===== config.mk =====
export PLATFORM = sky130hd
export DESIGN_NAME = euclidean_distance_top
export DESIGN_NICKNAME = d
export VERILOG_FILES = /design/src/hw/rtl/eucl_pkg.sv /design/src/hw/rtl/eucl_dp.sv /design/src/hw/rtl/eucl_ctrl.sv /design/src/hw/rtl/euclidean_distance_top.sv
export SDC_FILE = /design/constraint.sdc
export NUM_CORES = 1
export LEC_CHECK = 0
export BUFFER_PORTS_ARGS = -buffer_cell sky130_fd_sc_hd__buf_2
export CAP_MARGIN = 20
export CORE_ASPECT_RATIO = 1.4
export CORE_MARGIN = 2
export CORE_UTILIZATION = 35
export CTS_CLUSTER_DIAMETER = 60
export DETAILED_ROUTE_END_ITERATION = 12
export GPL_TIMING_DRIVEN = 0
export REMOVE_ABC_BUFFERS = 1
export SLEW_MARGIN = 20
export SYNTH_ARGS = -nofsm -noshare
export SYNTH_HDL_FRONTEND = slang
export SYNTH_HIERARCHICAL = 1
export SYNTH_SLANG_ARGS = --single-unit

===== constraint.sdc =====
create_clock -name clk -period 9.6 [get_ports clk]
set_input_delay 0.48 -clock clk [delete_from_list [all_inputs] [get_ports clk]]
set_output_delay 0.48 -clock clk [all_outputs]
set_load 0.03 [all_outputs]

===== src/hw/rtl/eucl_pkg.sv =====
package eucl_pkg;

	localparam int DIM_W = 7;
	localparam logic [DIM_W-1:0] DIM_RESET = 7'd2;

	typedef enum logic [2:0] {
		ST_IDLE,
		ST_SQUARE,
		ST_FINAL,
		ST_ROOT,
		ST_DONE
	} state_t;

	typedef struct packed {
		logic load;        // register |first - second|
		logic square;      // register the square of the held magnitude
		logic root_start;  // take the final sum into the root unit, clear the sum
		logic root_step;   // one result bit of the square root
		logic publish;     // move the root into the output register
	} cmd_t;

endpackage


===== src/hw/rtl/eucl_dp.sv =====
module eucl_dp import eucl_pkg::*; #(
	parameter int COORD_WIDTH = 16,
	parameter int SUM_W = 38,
	parameter int ROOT_W = 19
) (
	input  logic                   clk,
	input  logic                   arst_n,
	input  cmd_t                   cmd,
	input  logic [COORD_WIDTH-1:0] coord_first,
	input  logic [COORD_WIDTH-1:0] coord_second,
	output logic [ROOT_W-1:0]      distance
);

	localparam int RAD_W = 2 * ROOT_W;
	localparam int REM_W = ROOT_W + 2;

	logic [COORD_WIDTH:0]     diff;
	logic [COORD_WIDTH:0]     diff_neg;
	logic [COORD_WIDTH-1:0]   mag_s1;
	logic [2*COORD_WIDTH-1:0] sq_s2;
	logic                     sq_vld_s2;
	logic [SUM_W-1:0]         sum_q;
	logic [SUM_W-1:0]         acc_sum;

	logic [RAD_W-1:0]  rad_q;
	logic [REM_W-1:0]  rem_q;
	logic [ROOT_W-1:0] root_q;
	logic [REM_W-1:0]  rem_sh;
	logic [REM_W:0]    trial;
	logic [ROOT_W-1:0] dist_q;

	assign diff = {coord_first[COORD_WIDTH-1], coord_first}
		- {coord_second[COORD_WIDTH-1], coord_second};
	assign diff_neg = -diff;

	// the pending square joins the sum in the cycle after it is formed
	assign acc_sum = sq_vld_s2 ? (sum_q + SUM_W'(sq_s2)) : sum_q;

	// bring down the next two radicand bits and try root*4 + 1
	assign rem_sh = {rem_q[ROOT_W-1:0], rad_q[RAD_W-1 -: 2]};
	assign trial  = {1'b0, rem_sh} - {1'b0, root_q, 2'b01};

	always_ff @(posedge clk or negedge arst_n) begin
		if (!arst_n) begin
			sq_vld_s2 <= 1'b0;
			sum_q     <= '0;
		end else begin
			sq_vld_s2 <= cmd.square;
			if (cmd.root_start) begin
				sum_q <= '0;
			end else begin
				sum_q <= acc_sum;
			end
		end
	end

	always_ff @(posedge clk) begin
		if (cmd.load) begin
			mag_s1 <= diff[COORD_WIDTH] ? diff_neg[COORD_WIDTH-1:0] : diff[COORD_WIDTH-1:0];
		end
		if (cmd.square) begin
			sq_s2 <= mag_s1 * mag_s1;
		end
		if (cmd.root_start) begin
			rad_q  <= RAD_W'(acc_sum);
			rem_q  <= '0;
			root_q <= '0;
		end else if (cmd.root_step) begin
			rad_q <= {rad_q[RAD_W-3:0], 2'b00};
			if (!trial[REM_W]) begin
				rem_q  <= trial[REM_W-1:0];
				root_q <= {root_q[ROOT_W-2:0], 1'b1};
			end else begin
				rem_q  <= rem_sh;
				root_q <= {root_q[ROOT_W-2:0], 1'b0};
			end
		end
		if (cmd.publish) begin
			dist_q <= root_q;
		end
	end

	assign distance = dist_q;

endmodule


===== src/hw/rtl/eucl_ctrl.sv =====
module eucl_ctrl import eucl_pkg::*; #(
	parameter int MAX_DIMENSION = 64,
	parameter int ROOT_W = 19
) (
	input  logic             clk,
	input  logic             arst_n,
	input  logic             in_valid,
	output logic             in_ready,
	output logic             out_valid,
	input  logic             out_ready,
	input  logic             cfg_we,
	input  logic [DIM_W-1:0] cfg_data,
	output cmd_t             cmd
);

	localparam int CNT_W  = $clog2(MAX_DIMENSION + 1);
	localparam int CMP_W  = (CNT_W > DIM_W) ? CNT_W : DIM_W;
	localparam int ITER_W = $clog2(ROOT_W);

	state_t            state_q, state_d;
	logic [DIM_W-1:0]  dim_q;
	logic [CNT_W-1:0]  count_q, count_d;
	logic [ITER_W-1:0] iter_q, iter_d;
	logic              out_valid_q, out_valid_d;
	logic [CMP_W-1:0]  dim_ext;
	logic [CMP_W-1:0]  eff_dim;
	logic [CMP_W-1:0]  cnt_inc;

	// zero counts as one, anything above the maximum saturates
	assign dim_ext = CMP_W'(dim_q);
	always_comb begin
		if (dim_ext == '0) begin
			eff_dim = CMP_W'(1);
		end else if (dim_ext > CMP_W'(MAX_DIMENSION)) begin
			eff_dim = CMP_W'(MAX_DIMENSION);
		end else begin
			eff_dim = dim_ext;
		end
	end

	assign cnt_inc = CMP_W'(count_q) + CMP_W'(1);

	always_ff @(posedge clk or negedge arst_n) begin
		if (!arst_n) begin
			state_q     <= ST_IDLE;
			dim_q       <= DIM_RESET;
			count_q     <= '0;
			iter_q      <= '0;
			out_valid_q <= 1'b0;
		end else begin
			state_q     <= state_d;
			count_q     <= count_d;
			iter_q      <= iter_d;
			out_valid_q <= out_valid_d;
			if (cfg_we) begin
				dim_q <= cfg_data;
			end
		end
	end

	always_comb begin
		state_d  = state_q;
		count_d  = count_q;
		iter_d   = iter_q;
		cmd      = '0;
		in_ready = 1'b0;
		case (state_q)
			ST_IDLE: begin
				in_ready = 1'b1;
				if (in_valid) begin
					cmd.load = 1'b1;
					state_d  = ST_SQUARE;
				end
			end
			ST_SQUARE: begin
				cmd.square = 1'b1;
				if (cnt_inc >= eff_dim) begin
					count_d = '0;
					state_d = ST_FINAL;
				end else begin
					count_d = count_q + CNT_W'(1);
					state_d = ST_IDLE;
				end
			end
			ST_FINAL: begin
				cmd.root_start = 1'b1;
				iter_d         = ITER_W'(ROOT_W - 1);
				state_d        = ST_ROOT;
			end
			ST_ROOT: begin
				cmd.root_step = 1'b1;
				if (iter_q == '0) begin
					state_d = ST_DONE;
				end else begin
					iter_d = iter_q - ITER_W'(1);
				end
			end
			ST_DONE: begin
				// hold the root until the output register is free
				if (!out_valid_q || out_ready) begin
					cmd.publish = 1'b1;
					state_d     = ST_IDLE;
				end
			end
			default: begin
				state_d = ST_IDLE;
			end
		endcase
	end

	always_comb begin
		if (cmd.publish) begin
			out_valid_d = 1'b1;
		end else if (out_ready) begin
			out_valid_d = 1'b0;
		end else begin
			out_valid_d = out_valid_q;
		end
	end

	assign out_valid = out_valid_q;

endmodule


===== src/hw/rtl/euclidean_distance_top.sv =====
// Euclidean distance between two points, streamed one coordinate at a time.
// Input stream (s_*): each item carries the same coordinate of both points,
// signed fixed point with 8 fraction bits. After as many items as the
// dimension register asks for (zero counts as one, values above MAX_DIMENSION
// saturate), one item leaves on the output stream (m_*): the floor of the
// square root of the summed squared differences, 8 fraction bits.
// Each coordinate is accepted, then squared, before the next one is taken.
// After the last coordinate of a vector, the sum goes to the bit-serial square
// root, one result bit a cycle, through ST_FINAL, ST_ROOT and ST_DONE into the
// output register that drives m_tvalid.
// The output register frees the input side: a new vector is taken while the
// previous distance waits. If the receiver stalls, a second finished root
// waits in the block and s_tready stays low until the output register frees.
// Write the dimension through cfg_we / cfg_data only while the block is idle.
// Reset clears the sum and the count, sets the dimension to 2 and drops
// m_tvalid.
module euclidean_distance_top import eucl_pkg::*; #(
	parameter int MAX_DIMENSION = 64,
	parameter int COORD_WIDTH = 16
) (
	input  logic                   clk,
	input  logic                   arst_n,
	input  logic                   s_tvalid,
	output logic                   s_tready,
	// [COORD_WIDTH-1:0] coord_first, [2*COORD_WIDTH-1:COORD_WIDTH] coord_second
	input  logic [((2*COORD_WIDTH+7)/8)*8-1:0] s_tdata,
	output logic                   m_tvalid,
	input  logic                   m_tready,
	// [ROOT_W-1:0] distance, zero above
	output logic [(((((2*COORD_WIDTH+$clog2(MAX_DIMENSION))+1)/2)+7)/8)*8-1:0] m_tdata,
	input  logic                   cfg_we,
	input  logic [DIM_W-1:0]       cfg_data
);

	localparam int SUM_W       = 2 * COORD_WIDTH + $clog2(MAX_DIMENSION);
	localparam int ROOT_W      = (SUM_W + 1) / 2;
	localparam int OUT_TDATA_W = ((ROOT_W + 7) / 8) * 8;

	cmd_t              cmd;
	logic [ROOT_W-1:0] distance;

	eucl_ctrl #(
		.MAX_DIMENSION(MAX_DIMENSION),
		.ROOT_W       (ROOT_W)
	) u_ctrl (
		.clk      (clk),
		.arst_n   (arst_n),
		.in_valid (s_tvalid),
		.in_ready (s_tready),
		.out_valid(m_tvalid),
		.out_ready(m_tready),
		.cfg_we   (cfg_we),
		.cfg_data (cfg_data),
		.cmd      (cmd)
	);

	eucl_dp #(
		.COORD_WIDTH(COORD_WIDTH),
		.SUM_W      (SUM_W),
		.ROOT_W     (ROOT_W)
	) u_dp (
		.clk         (clk),
		.arst_n      (arst_n),
		.cmd         (cmd),
		.coord_first (s_tdata[COORD_WIDTH-1:0]),
		.coord_second(s_tdata[2*COORD_WIDTH-1:COORD_WIDTH]),
		.distance    (distance)
	);

	assign m_tdata = OUT_TDATA_W'(distance);

endmodule

==> results.yml, run 1 <==
synthesis:
  seq_area_frac_synth_pct: 28.3
  synthTopCellsByArea: "fa_1 17%, edfxtp_1 16%, ha_1 12%"
  ys_dominant_reg_cell: "edfxtp_1"
  synth.yosys.warnings: 6
  synthCells: 2044
  post_synth_mux_area_share_pct: 3.47
  synth_fa_ha_area_share_pct: 28.9
  synth.distinct_cells: 89
  synth_area_in_xor_xnor_pct: 4.60
  synth_top_cell_area_share_pct: 17.1
  combinational_family_with_the_most_area_after_synthesis: "adder cells"
  mappedNetlistArea_um2: 19200
  yosys_register_bits: 204
  yosysTopAreaCell: "fa_1"
  synthArstFlopShare_pct: 30.4
  synth.avg_cell_area_um2: 9.41
  synth_edf_count: 104
  post_synth_and_or_nand_nor_area_fraction_pct: 13.7
  synth-compound-area-share_pct: 13.1
layout:
  area.growth.synth_to_final_pct: 10.1
  layout.nets: 2458
  layout.cells.non_filler: 2808
  post_route_cells_drive_above_1_share_pct: 7.81
  design_area_um2: 21200
  fillers: 5437
  diodes: 0
timing:
  timing.final.max_slew_violations: 0
  timing.final.hold_violations: 0
  grt_setup_unrepaired: "false"
  timing.final.ws_setup_ns: 2.52
  fmax_ghz: 0.141
  timing.max_slew.rel_slack_pct: 37.8
  final_min_period_over_clock_period_pct: 73.8
  worst_clock_skew_ns: 0.0183
  worst_slew_pin_slew_ns: 0.933
  totalNegativeSetupSlack_ns: 0
  finalWorstPathRequiredPeriod_ns: 7.08
  final_setup_fails: 0
route:
  final_antenna_net_count: 0
  dr.max_layer_used: "met4"
  wl_met2_um: 20800
  wl_met3_um: 1120
  via_count: 13900
  post-route-drc-count: 0
  drt_iter0_markers: 533
  drt_pre_antenna_iters: 5
  drt-wirelength-per-cell_um: 13.9
  routed_wl_um: 39000
  post_route_met1_wirelength_um: 16000
  viasPerCell: 4.95
place:
  dp.final_hpwl_um: 30500
  placed_area_um2: 20300
  finalWeightedCongestion: 0.862
  pre_cts_setup_slack_ns: 2.51
  numPlacedInstances: 2761
  port_buffers: 64
setup_path:
  crit_path_end_kind: "register"
  regToRegSetupSlack_ns: 2.52
  crit_chain: "and2_1 > inv_1 > fa_1 > inv_1 > fa_1 > inv_1 > fa_1 > inv_1 > fa_1 > fa_1 > inv_1 > fa_1 > inv_1 > ha_1 > a21oi_1 > nand2_1 > or4_1 > a21oi_1 > nor3_1 > a2111oi_0 > o21bai_1 > a21oi_1 > xnor2_1"
  timing.critical_path.buf_inv: 6
  critPathLaunchType: "register"
  critPathTopFamily: "adder cells"
  timing.critical_path.slowest_stage_cell: "edfxtp_1"
  critPathKind: "reg -> reg"
  worstPathRequired_ns: 9.88
  arrival_time_worst_endpoint_ns: 7.36
  max_stage_delay_ns: 0.81
  critical_path.max_fanout: 17
global_route:
  grt_pass1_vias: 14600
  antenna_found_initial: 0
  pin_count_of_the_biggest_net_entering_global_routing: 102
  globalRouteOverflowTotal: 0
  global_route_wire_length_before_repair_um: 67000
  groute.usage.overall_pct: 14.0
hold_path:
  hp-class: "in -> reg"
die:
  row_count: 101
  io_pins: 70
  die-height_um: 281
  design.die.area_um2: 56900
  placeableCoreArea_um2: 54300
  chipWidth_um: 202
  initial_utilization_pct: 35.4
status:
  outcome: "completed"
clocking:
  cts_root_buffer: "clkbuf_16"
  cts_max_level: 1
  clk-insertion-delay-late_ns: 0.55
  cts_setup_buffers: 0
  clock_tree.buffer_depth: 3
  cts-buffers-inserted: 25
  worst_setup_hold_path_clk_slew_ns: 0.06
  cts.sinks: 204
  tritoncts_clock_tree: "built"
flow_run:
  maxCapViolCount: 0
cell families (layout without fill, tap and decap cells):
group	count (synthesis)	after routing
compound gates	380	380
xor+xnor	101	101
fa+ha+maj	346	346
buf+inv	395	434
flops	204	204
mux	65	65
other cells	1	5
simple gates	552	552
worst register-to-register path, stage by stage, from the launching register on:
cell,delay [ns]
edfxtp_1,0.81
and2_1,0.28
inv_1,0.08
fa_1,0.53
inv_1,0.06
fa_1,0.50
inv_1,0.05
fa_1,0.47
inv_1,0.05
fa_1,0.45
fa_1,0.52
inv_1,0.06
fa_1,0.52
inv_1,0.04
ha_1,0.37
a21oi_1,0.25
nand2_1,0.12
or4_1,0.47
a21oi_1,0.16
nor3_1,0.14
a2111oi_0,0.50
o21bai_1,0.13
a21oi_1,0.18
xnor2_1,0.09
area by class of cell:
type	instances	area, um^2	area share [%]
Multi-Input combinational cell	1449	12300	58.1
Clock inverter	17	209	0.987
Tap cell	721	902	4.26
Clock buffer	29	693	3.27
Sequential cell	204	5440	25.7
Inverter	318	1200	5.66
Timing Repair Buffer	70	440	2.08
worst paths after layout:
| check | from | endpoint | depth (start not counted) |
|---|---|---|---|
| worst max-delay path | u_dp/mag_s1[5]$_DFFE_PP_ | u_dp/sq_s2[24]$_DFFE_PP_ | 23 |
| worst min-delay path | cfg_data[6] | u_ctrl/dim_ext[6]$_DFFE_PN0P_ | 3 |
| worst max register to register | u_dp/mag_s1[5]$_DFFE_PP_ | u_dp/sq_s2[24]$_DFFE_PP_ | 23 |
| worst min register to register | u_dp/root_q[18]$_SDFFE_PP0P_ | u_dp/distance[18]$_DFFE_PP_ | 0 |
| max in group asynchronous | arst_n | u_ctrl/dim_ext[1]$_DFFE_PN1P_ | 3 |
| min in group asynchronous | arst_n | u_ctrl/iter_q[3]$_DFFE_PN0P_ | 2 |
sequential cells by signal (all words and copies together), names as in the netlist:
register          count
u_ctrl/count_q        7
u_dp/distance        19
u_dp/mag_s1          16
u_dp/sum_q           38
u_dp/sq_s2           31
u_dp/root_q          19
u_ctrl/state_q        3
u_dp/rad_q           38
u_ctrl/out_valid      1
u_ctrl/iter_q         5
u_dp/sq_vld_s2        1
u_ctrl/dim_ext        7
u_dp/rem_q           19
layout by cell type, fill, tap and decap left out, types with 27 or more instances in the layout:
cell type / synthesis / final
dfrtp_1: 61 / 60
a21oi_1: 123 / 123
edfxtp_1: 104 / 104
ha_1: 182 / 182
a21o_1: 41 / 41
mux2i_1: 51 / 51
o21ai_0: 56 / 56
fa_1: 164 / 164
xor2_1: 38 / 38
clkbuf_16: 0 / 27
and2_1: 61 / 60
inv_1: 317 / 315
dfxtp_1: 38 / 38
xnor2_1: 63 / 63
nand3_1: 38 / 38
nand2_1: 159 / 158
nor3_1: 34 / 34
buf_2: 4 / 63
nor2_1: 160 / 160
cells in the mapped netlist, types with 6 or more instances:
master,count
nand2_1,159
a21oi_1,123
dfxtp_1,38
and2_1,61
ha_1,182
a211o_1,6
clkbuf_1,58
inv_1,317
or2_2,6
a21o_1,41
nor2_1,160
nand4_1,8
o21a_1,11
mux2i_1,51
nand3_1,38
xor2_1,38
edfxtp_1,104
o31ai_1,6
a31oi_1,16
a211oi_1,26
dfrtp_1,61
o211ai_1,9
nor3_1,34
buf_4,7
nor4_1,8
nand2b_1,16
fa_1,164
xnor2_1,63
o21ai_0,56
and4_1,6
o21bai_1,11
and3_1,13
nor2b_1,14
or3_1,12
buf_1,6
mux2_2,14
per-stage QoR:
| stage | hold WS, ns | utilization, % |
|---|---|---|
| floorplan | 0.184 | - |
| global placement | 0.445 | 37.1 |
| detailed placement | 0.437 | 37.3 |
| CTS | 0.129 | 39.0 |
| global route | 0.161 | 39.0 |
| finish | 0.162 | 39.0 |
timing repair:
| item | 4_1_cts | 5_1_grt |
|---|---|---|
| hold buffers | 1 | 0 |
| hold endpoints to repair | 25 | 0 |
| gates resized for setup | 0 | 0 |
metal layers:
metal	GRT usage (%)	vias to the layer above
met1	15.6	6720
met4	4.77	0
met2	27.5	198
li1	-	6923
met5	0	-
met3	1.39	67
Power of run 1 is not shown: default switching activity piles up to over one toggle a cycle in this logic, so the estimate is an artifact.
==> inputs of run 2 (changes only) <==
Settings changed: ABC_AREA set to 1.
Clock period 9.6 ns to 6.5 ns, I/O delays scaled along.
==> run 2 against run 1 <==
Net effect: clock skew is 0.0012 ns higher; die area increased by 6.5%; synthesized area increased by 6.6%; flip-flop and latch count unchanged; wire length grew 19%; critical path depth decreased by 4; largest cell class unchanged.
==> results.yml, run 2 <==
synthesis:
  synthArstFlopShare_pct: 30.4
  synth_top_cell_area_share_pct: 16.0
  post_synth_mux_area_share_pct: 0.262
  ys_dominant_reg_cell: "edfxtp_1"
  synth_edf_count: 104
  seq_area_frac_synth_pct: 26.5
  synth-compound-area-share_pct: 7.40
  synth_fa_ha_area_share_pct: 27.1
  synth.avg_cell_area_um2: 7.62
  yosysTopAreaCell: "fa_1"
  mappedNetlistArea_um2: 20500
  synthTopCellsByArea: "fa_1 16%, edfxtp_1 15%, nand2_1 14%"
  combinational_family_with_the_most_area_after_synthesis: "adder cells"
  synth.distinct_cells: 50
  synth_area_in_xor_xnor_pct: 3.42
  yosys.cell_count.top_type: "nand2_1"
  post_synth_and_or_nand_nor_area_fraction_pct: 23.6
  yosys_register_bits: 204
  synthCells: 2691
  synth_top_cells_by_count: "752 x nand2_1, 552 x inv_1, 182 x ha_1"
  synth.yosys.warnings: 6
setup_path:
  arrival_time_worst_endpoint_ns: 6.56
  max_stage_delay_ns: 0.86
  timing.critical_path.mode_cell: "fa_1"
  worstPathRequired_ns: 6.79
  regToRegSetupSlack_ns: 0.23
  critical_path.max_fanout: 17
  crit_chain: "nand2_1 > fa_1 > inv_1 > fa_1 > fa_1 > fa_1 > fa_1 > inv_1 > fa_1 > inv_1 > ha_1 > nand2_1 > inv_1 > nand2_1 > nor3_1 > nand4_1 > nand3_1 > a21oi_1 > xnor2_1"
  crit_path_end_kind: "register"
  timing.critical_path.slowest_stage_cell: "edfxtp_1"
  critPathKind: "reg -> reg"
  critPathLaunchType: "register"
layout:
  diodes: 0
  design_area_um2: 22600
  area.growth.synth_to_final_pct: 10.3
  top_regs: "u_dp/rad_q: 38 flops, u_dp/sum_q: 38 flops, u_dp/sq_s2: 31 flops"
  final_cell_mix: "752 x nand2_1, 550 x inv_1, 182 x ha_1"
  layout.nets: 3133
  post_route_cells_drive_above_1_share_pct: 7.06
  mostFrequentLayoutCell: "nand2_1"
route:
  drt-wirelength-per-cell_um: 13.2
  routed_wl_um: 46300
  drt_iter0_markers: 614
  post-route-drc-count: 0
  drt_pre_antenna_iters: 5
  viasPerCell: 4.68
  via_count: 16400
  final_antenna_net_count: 0
clocking:
  cts_root_buffer: "clkbuf_16"
  worst_setup_hold_path_clk_slew_ns: 0.06
  cts.sinks: 204
  clock_tree.buffer_depth: 3
  cts_max_level: 1
  cts-buffers-inserted: 24
  tritoncts_clock_tree: "built"
  clk-insertion-delay-late_ns: 0.55
die:
  io_pins: 70
  placeableCoreArea_um2: 58300
  design.die.area_um2: 60600
  row_count: 105
  die-height_um: 290
  chipWidth_um: 209
  initial_utilization_pct: 35.2
timing:
  timing.max_slew.rel_slack_pct: 39.5
  final_setup_fails: 0
  worst_clock_skew_ns: 0.0195
  worst_slew_pin_slew_ns: 0.908
  finalWorstPathRequiredPeriod_ns: 6.27
  timing.final.hold_violations: 0
  final_min_period_over_clock_period_pct: 96.4
  totalNegativeSetupSlack_ns: 0
  timing.final.ws_setup_ns: 0.231
  grt_setup_unrepaired: "false"
  fmax_ghz: 0.160
  worst_hold_margin_ns: 0.0243
  timing.final.max_slew_violations: 0
hold_path:
  hp-class: "in -> reg"
global_route:
  grt_pass1_vias: 17000
  global_route_wire_length_before_repair_um: 78900
  antenna_found_initial: 0
  pin_count_of_the_biggest_net_entering_global_routing: 56
  groute.usage.overall_pct: 15.7
  globalRouteOverflowTotal: 0
place:
  port_buffers: 64
  dp.final_hpwl_um: 37800
  finalWeightedCongestion: 0.900
  placed_area_um2: 21700
  pre_cts_setup_slack_ns: 0.252
flow_run:
  maxCapViolCount: 0
status:
  outcome: "completed"
## run 2: repair_timing
item                                   4_1_cts  5_1_grt
setup endpoints to repair                    0        2
hold buffers                                 8        0
endpoints found under the hold margin       37        0
setup buffers                                0        7
resized for setup                            0        0
## run 2: final cells by class
cell class	instances	area, um^2
clock inverters	11	131
clock buffers	33	686
fillers	6101	35700
inverters	558	2100
flip-flops and latches	204	5440
well taps	749	937
repair buffers	88	616
multi-input cells	1867	12700
## run 2: final timing paths
check / from / end / cells past startpoint
setup / recovery: u_dp/mag_s1[11]$_DFFE_PP_ / u_dp/sq_s2[24]$_DFFE_PP_ / 19
hold / removal: cfg_data[2] / u_ctrl/dim_ext[2]$_DFFE_PN0P_ / 3
setup reg to reg: u_dp/mag_s1[11]$_DFFE_PP_ / u_dp/sq_s2[24]$_DFFE_PP_ / 19
hold reg to reg: u_dp/root_q[9]$_SDFFE_PP0P_ / u_dp/distance[9]$_DFFE_PP_ / 0
max in group asynchronous: arst_n / u_dp/sum_q[5]$_DFF_PN0_ / 3
min in group asynchronous: arst_n / u_ctrl/out_valid$_DFFE_PN0P_ / 2
## run 2: critical path: cells and delay by family, from the launching register on
family,cells,cell delay (ns)
flops,1,0.86
compound gates,1,0.13
simple gates,6,1.21
buf+inv,4,0.21
fa+ha+maj,7,3.45
xor+xnor,1,0.15
## run 2: cell families after synthesis
kind of cell,Yosys count
compound gates,272
simple gates,1159
mux,5
fa+ha+maj,346
xor+xnor,80
flops,204
buf+inv,624
other cells,1
## run 2: metal layers
metal	track usage [%]	share of wire, %	vias to the layer above
met2	31.6	54	226
met1	16.3	39	7620
met5	0	0	-
li1	-	-	8441
met3	1.26	2.1	123
met4	6.66	4.4	0
## run 2: through the flow
stage	util, %	cells
after floorplan	-	2629
after global placement	36.8	3442
after detailed placement	37.1	3451
after CTS	38.7	3503
after global routing	38.8	3510
final	38.8	3510
Power of run 2 is left out for the same reason.
==> inputs of run 3 (changes only) <==
Settings changed: GPL_TIMING_DRIVEN 0 to unset.
Clock period 6.5 ns to 7.4 ns, I/O delays scaled along.
==> run 3 against run 2 <==
Net effect: the run now ends with negative hold slack left; worst hold slack got worse by 0.030 ns; first-iteration DRC count increased by 8.6%; global-route usage increased by 0.37 points; clock skew decreased by 0.0021 ns; wire length increased by 2.4%; via count increased by 0.37%; final cell count decreased by 0.26%; critical endpoint unchanged; highest routed layer unchanged.
==> results.yml, run 3 (synthesis gave the netlist of run 2 again) <==
status:
  outcome: "finished, violations left"
  violations: "negative hold slack"
setup_path:
  critPathLaunchType: "register"
  worstPathRequired_ns: 7.70
  arrival_time_worst_endpoint_ns: 6.42
  crit_path_end_kind: "register"
  critPathKind: "reg -> reg"
  critical_path.max_fanout: 18
timing:
  timing.final.hold_violations: 2
  fmax_ghz: 0.163
  totalNegativeSetupSlack_ns: 0
  grt_setup_unrepaired: "false"
  worst_hold_margin_ns: -0.00551
  worst_slew_pin_slew_ns: 1.01
  final_min_period_over_clock_period_pct: 82.8
  finalWorstPathRequiredPeriod_ns: 6.12
  timing.max_slew.rel_slack_pct: 32.7
  timing.final.max_slew_violations: 0
  final_setup_fails: 0
  worst_clock_skew_ns: 0.0174
layout:
  post_route_cells_drive_above_1_share_pct: 6.90
  layout.nets: 3122
  area.sequential_um2: 5440
  final_cell_mix: "752 x nand2_1, 550 x inv_1, 182 x ha_1"
  area.growth.synth_to_final_pct: 9.29
  top_regs: "u_dp/rad_q: 38 flops, u_dp/sum_q: 38 flops, u_dp/sq_s2: 31 flops"
  area_of_the_multi_input_gates_um2: 12700
  mostFrequentLayoutCell: "nand2_1"
  diodes: 0
  fillers: 6172
route:
  drt_pre_antenna_iters: 5
  wl_met3_um: 1050
  viasPerCell: 4.70
  wl_met2_um: 25600
  post-route-drc-count: 0
  post_route_met1_wirelength_um: 18600
  routed_wl_um: 47400
  drt-wirelength-per-cell_um: 13.5
  dr.max_layer_used: "met4"
  final_antenna_net_count: 0
  via_count: 16500
  drt_iter0_markers: 667
hold_path:
  hp-class: "in -> async"
clocking:
  clock_tree.buffer_depth: 3
  tritoncts_clock_tree: "built"
  cts_max_level: 1
  clk-insertion-delay-late_ns: 0.55
  cts_root_buffer: "clkbuf_16"
  cts_repair_resize_count: 0
  cts.sinks: 204
  cts-buffers-inserted: 26
  worst_setup_hold_path_clk_slew_ns: 0.06
global_route:
  global_route_wire_length_before_repair_um: 80100
  antenna_found_initial: 0
  grt_pass1_vias: 17200
  globalRouteOverflowTotal: 0
  pin_count_of_the_biggest_net_entering_global_routing: 76
  groute.usage.overall_pct: 16.0
flow_run:
  maxCapViolCount: 0
die:
  io_pins: 70
  chipWidth_um: 209
  design.die.area_um2: 60600
  initial_utilization_pct: 35.2
  placeableCoreArea_um2: 58300
  row_count: 105
  die-height_um: 290
place:
  dp.final_hpwl_um: 38900
  finalWeightedCongestion: 0.911
  port_buffers: 64
[run 3: cell type report]
type                    instances  share of cell area (%)
clock buffers                  35                    3.19
clock inverters                13                   0.525
inverters                     558                    9.36
multi-input cells            1867                    56.7
flip-flops and latches        204                    24.3
well taps                     749                    4.18
repair buffers                 75                    1.81
[run 3: per-layer routing]
metal | GRT usage, % | up-vias
li1 | - | 8429
met1 | 16.6 | 7690
met2 | 32.2 | 241
met3 | 1.38 | 111
met4 | 7.25 | 0
met5 | 0 | -
[run 3: final timing paths]
| check | slack, ns | cells past startpoint | to | start |
|---|---|---|---|---|
| max | 1.28 | 19 | u_dp/sq_s2[24]$_DFFE_PP_ | u_dp/mag_s1[13]$_DFFE_PP_ |
| min | -0.006 | 2 | u_ctrl/state_q[2]$_DFFE_PN0P_ | arst_n |
| max reg2reg | 1.28 | 19 | u_dp/sq_s2[24]$_DFFE_PP_ | u_dp/mag_s1[13]$_DFFE_PP_ |
| min reg2reg | 0.43 | 0 | u_dp/distance[10]$_DFFE_PP_ | u_dp/root_q[10]$_SDFFE_PP0P_ |
| max in group asynchronous | 6.79 | 2 | u_dp/sq_vld_s2$_DFF_PN0_ | arst_n |
| min in group clk | 0.04 | 3 | u_ctrl/dim_ext[6]$_DFFE_PN0P_ | cfg_data[6] |
[run 3: worst max-delay path, cell delays in order, from the launching register on]
cell and delay, ns:
edfxtp_1 0.79, nand2_1 0.17, fa_1 0.57, fa_1 0.56, inv_1 0.05, fa_1 0.53, fa_1 0.45, fa_1 0.54
inv_1 0.05, fa_1 0.52, inv_1 0.04, ha_1 0.35, nand2_1 0.12, inv_1 0.07, nand2_1 0.07, nor3_1 0.29
nand4_1 0.20, nand3_1 0.24, a21oi_1 0.12, xnor2_1 0.13
[run 3: metrics by stage]
| stage | area (um^2) | worst slack [ns] | instances | utilization, % |
|---|---|---|---|---|
| 6_report | 22400 | 1.28 | 3501 | 38.4 |
| 5_1_grt | 22400 | 0.995 | 3501 | 38.4 |
| 4_1_cts | 22400 | 1.25 | 3501 | 38.4 |
| 3_5_place_dp | 21600 | 1.27 | 3452 | 37.0 |
| 3_3_place_gp | 21600 | 1.33 | 3452 | 37.0 |
| 2_1_floorplan | 20200 | 1.98 | 2629 | - |
[run 3: timing repair]
item	in CTS	in global routing
buffers inserted	0	0
endpoints found under the hold margin	1	0
hold buffers	1	0
Power of run 3 is left out for the same reason.
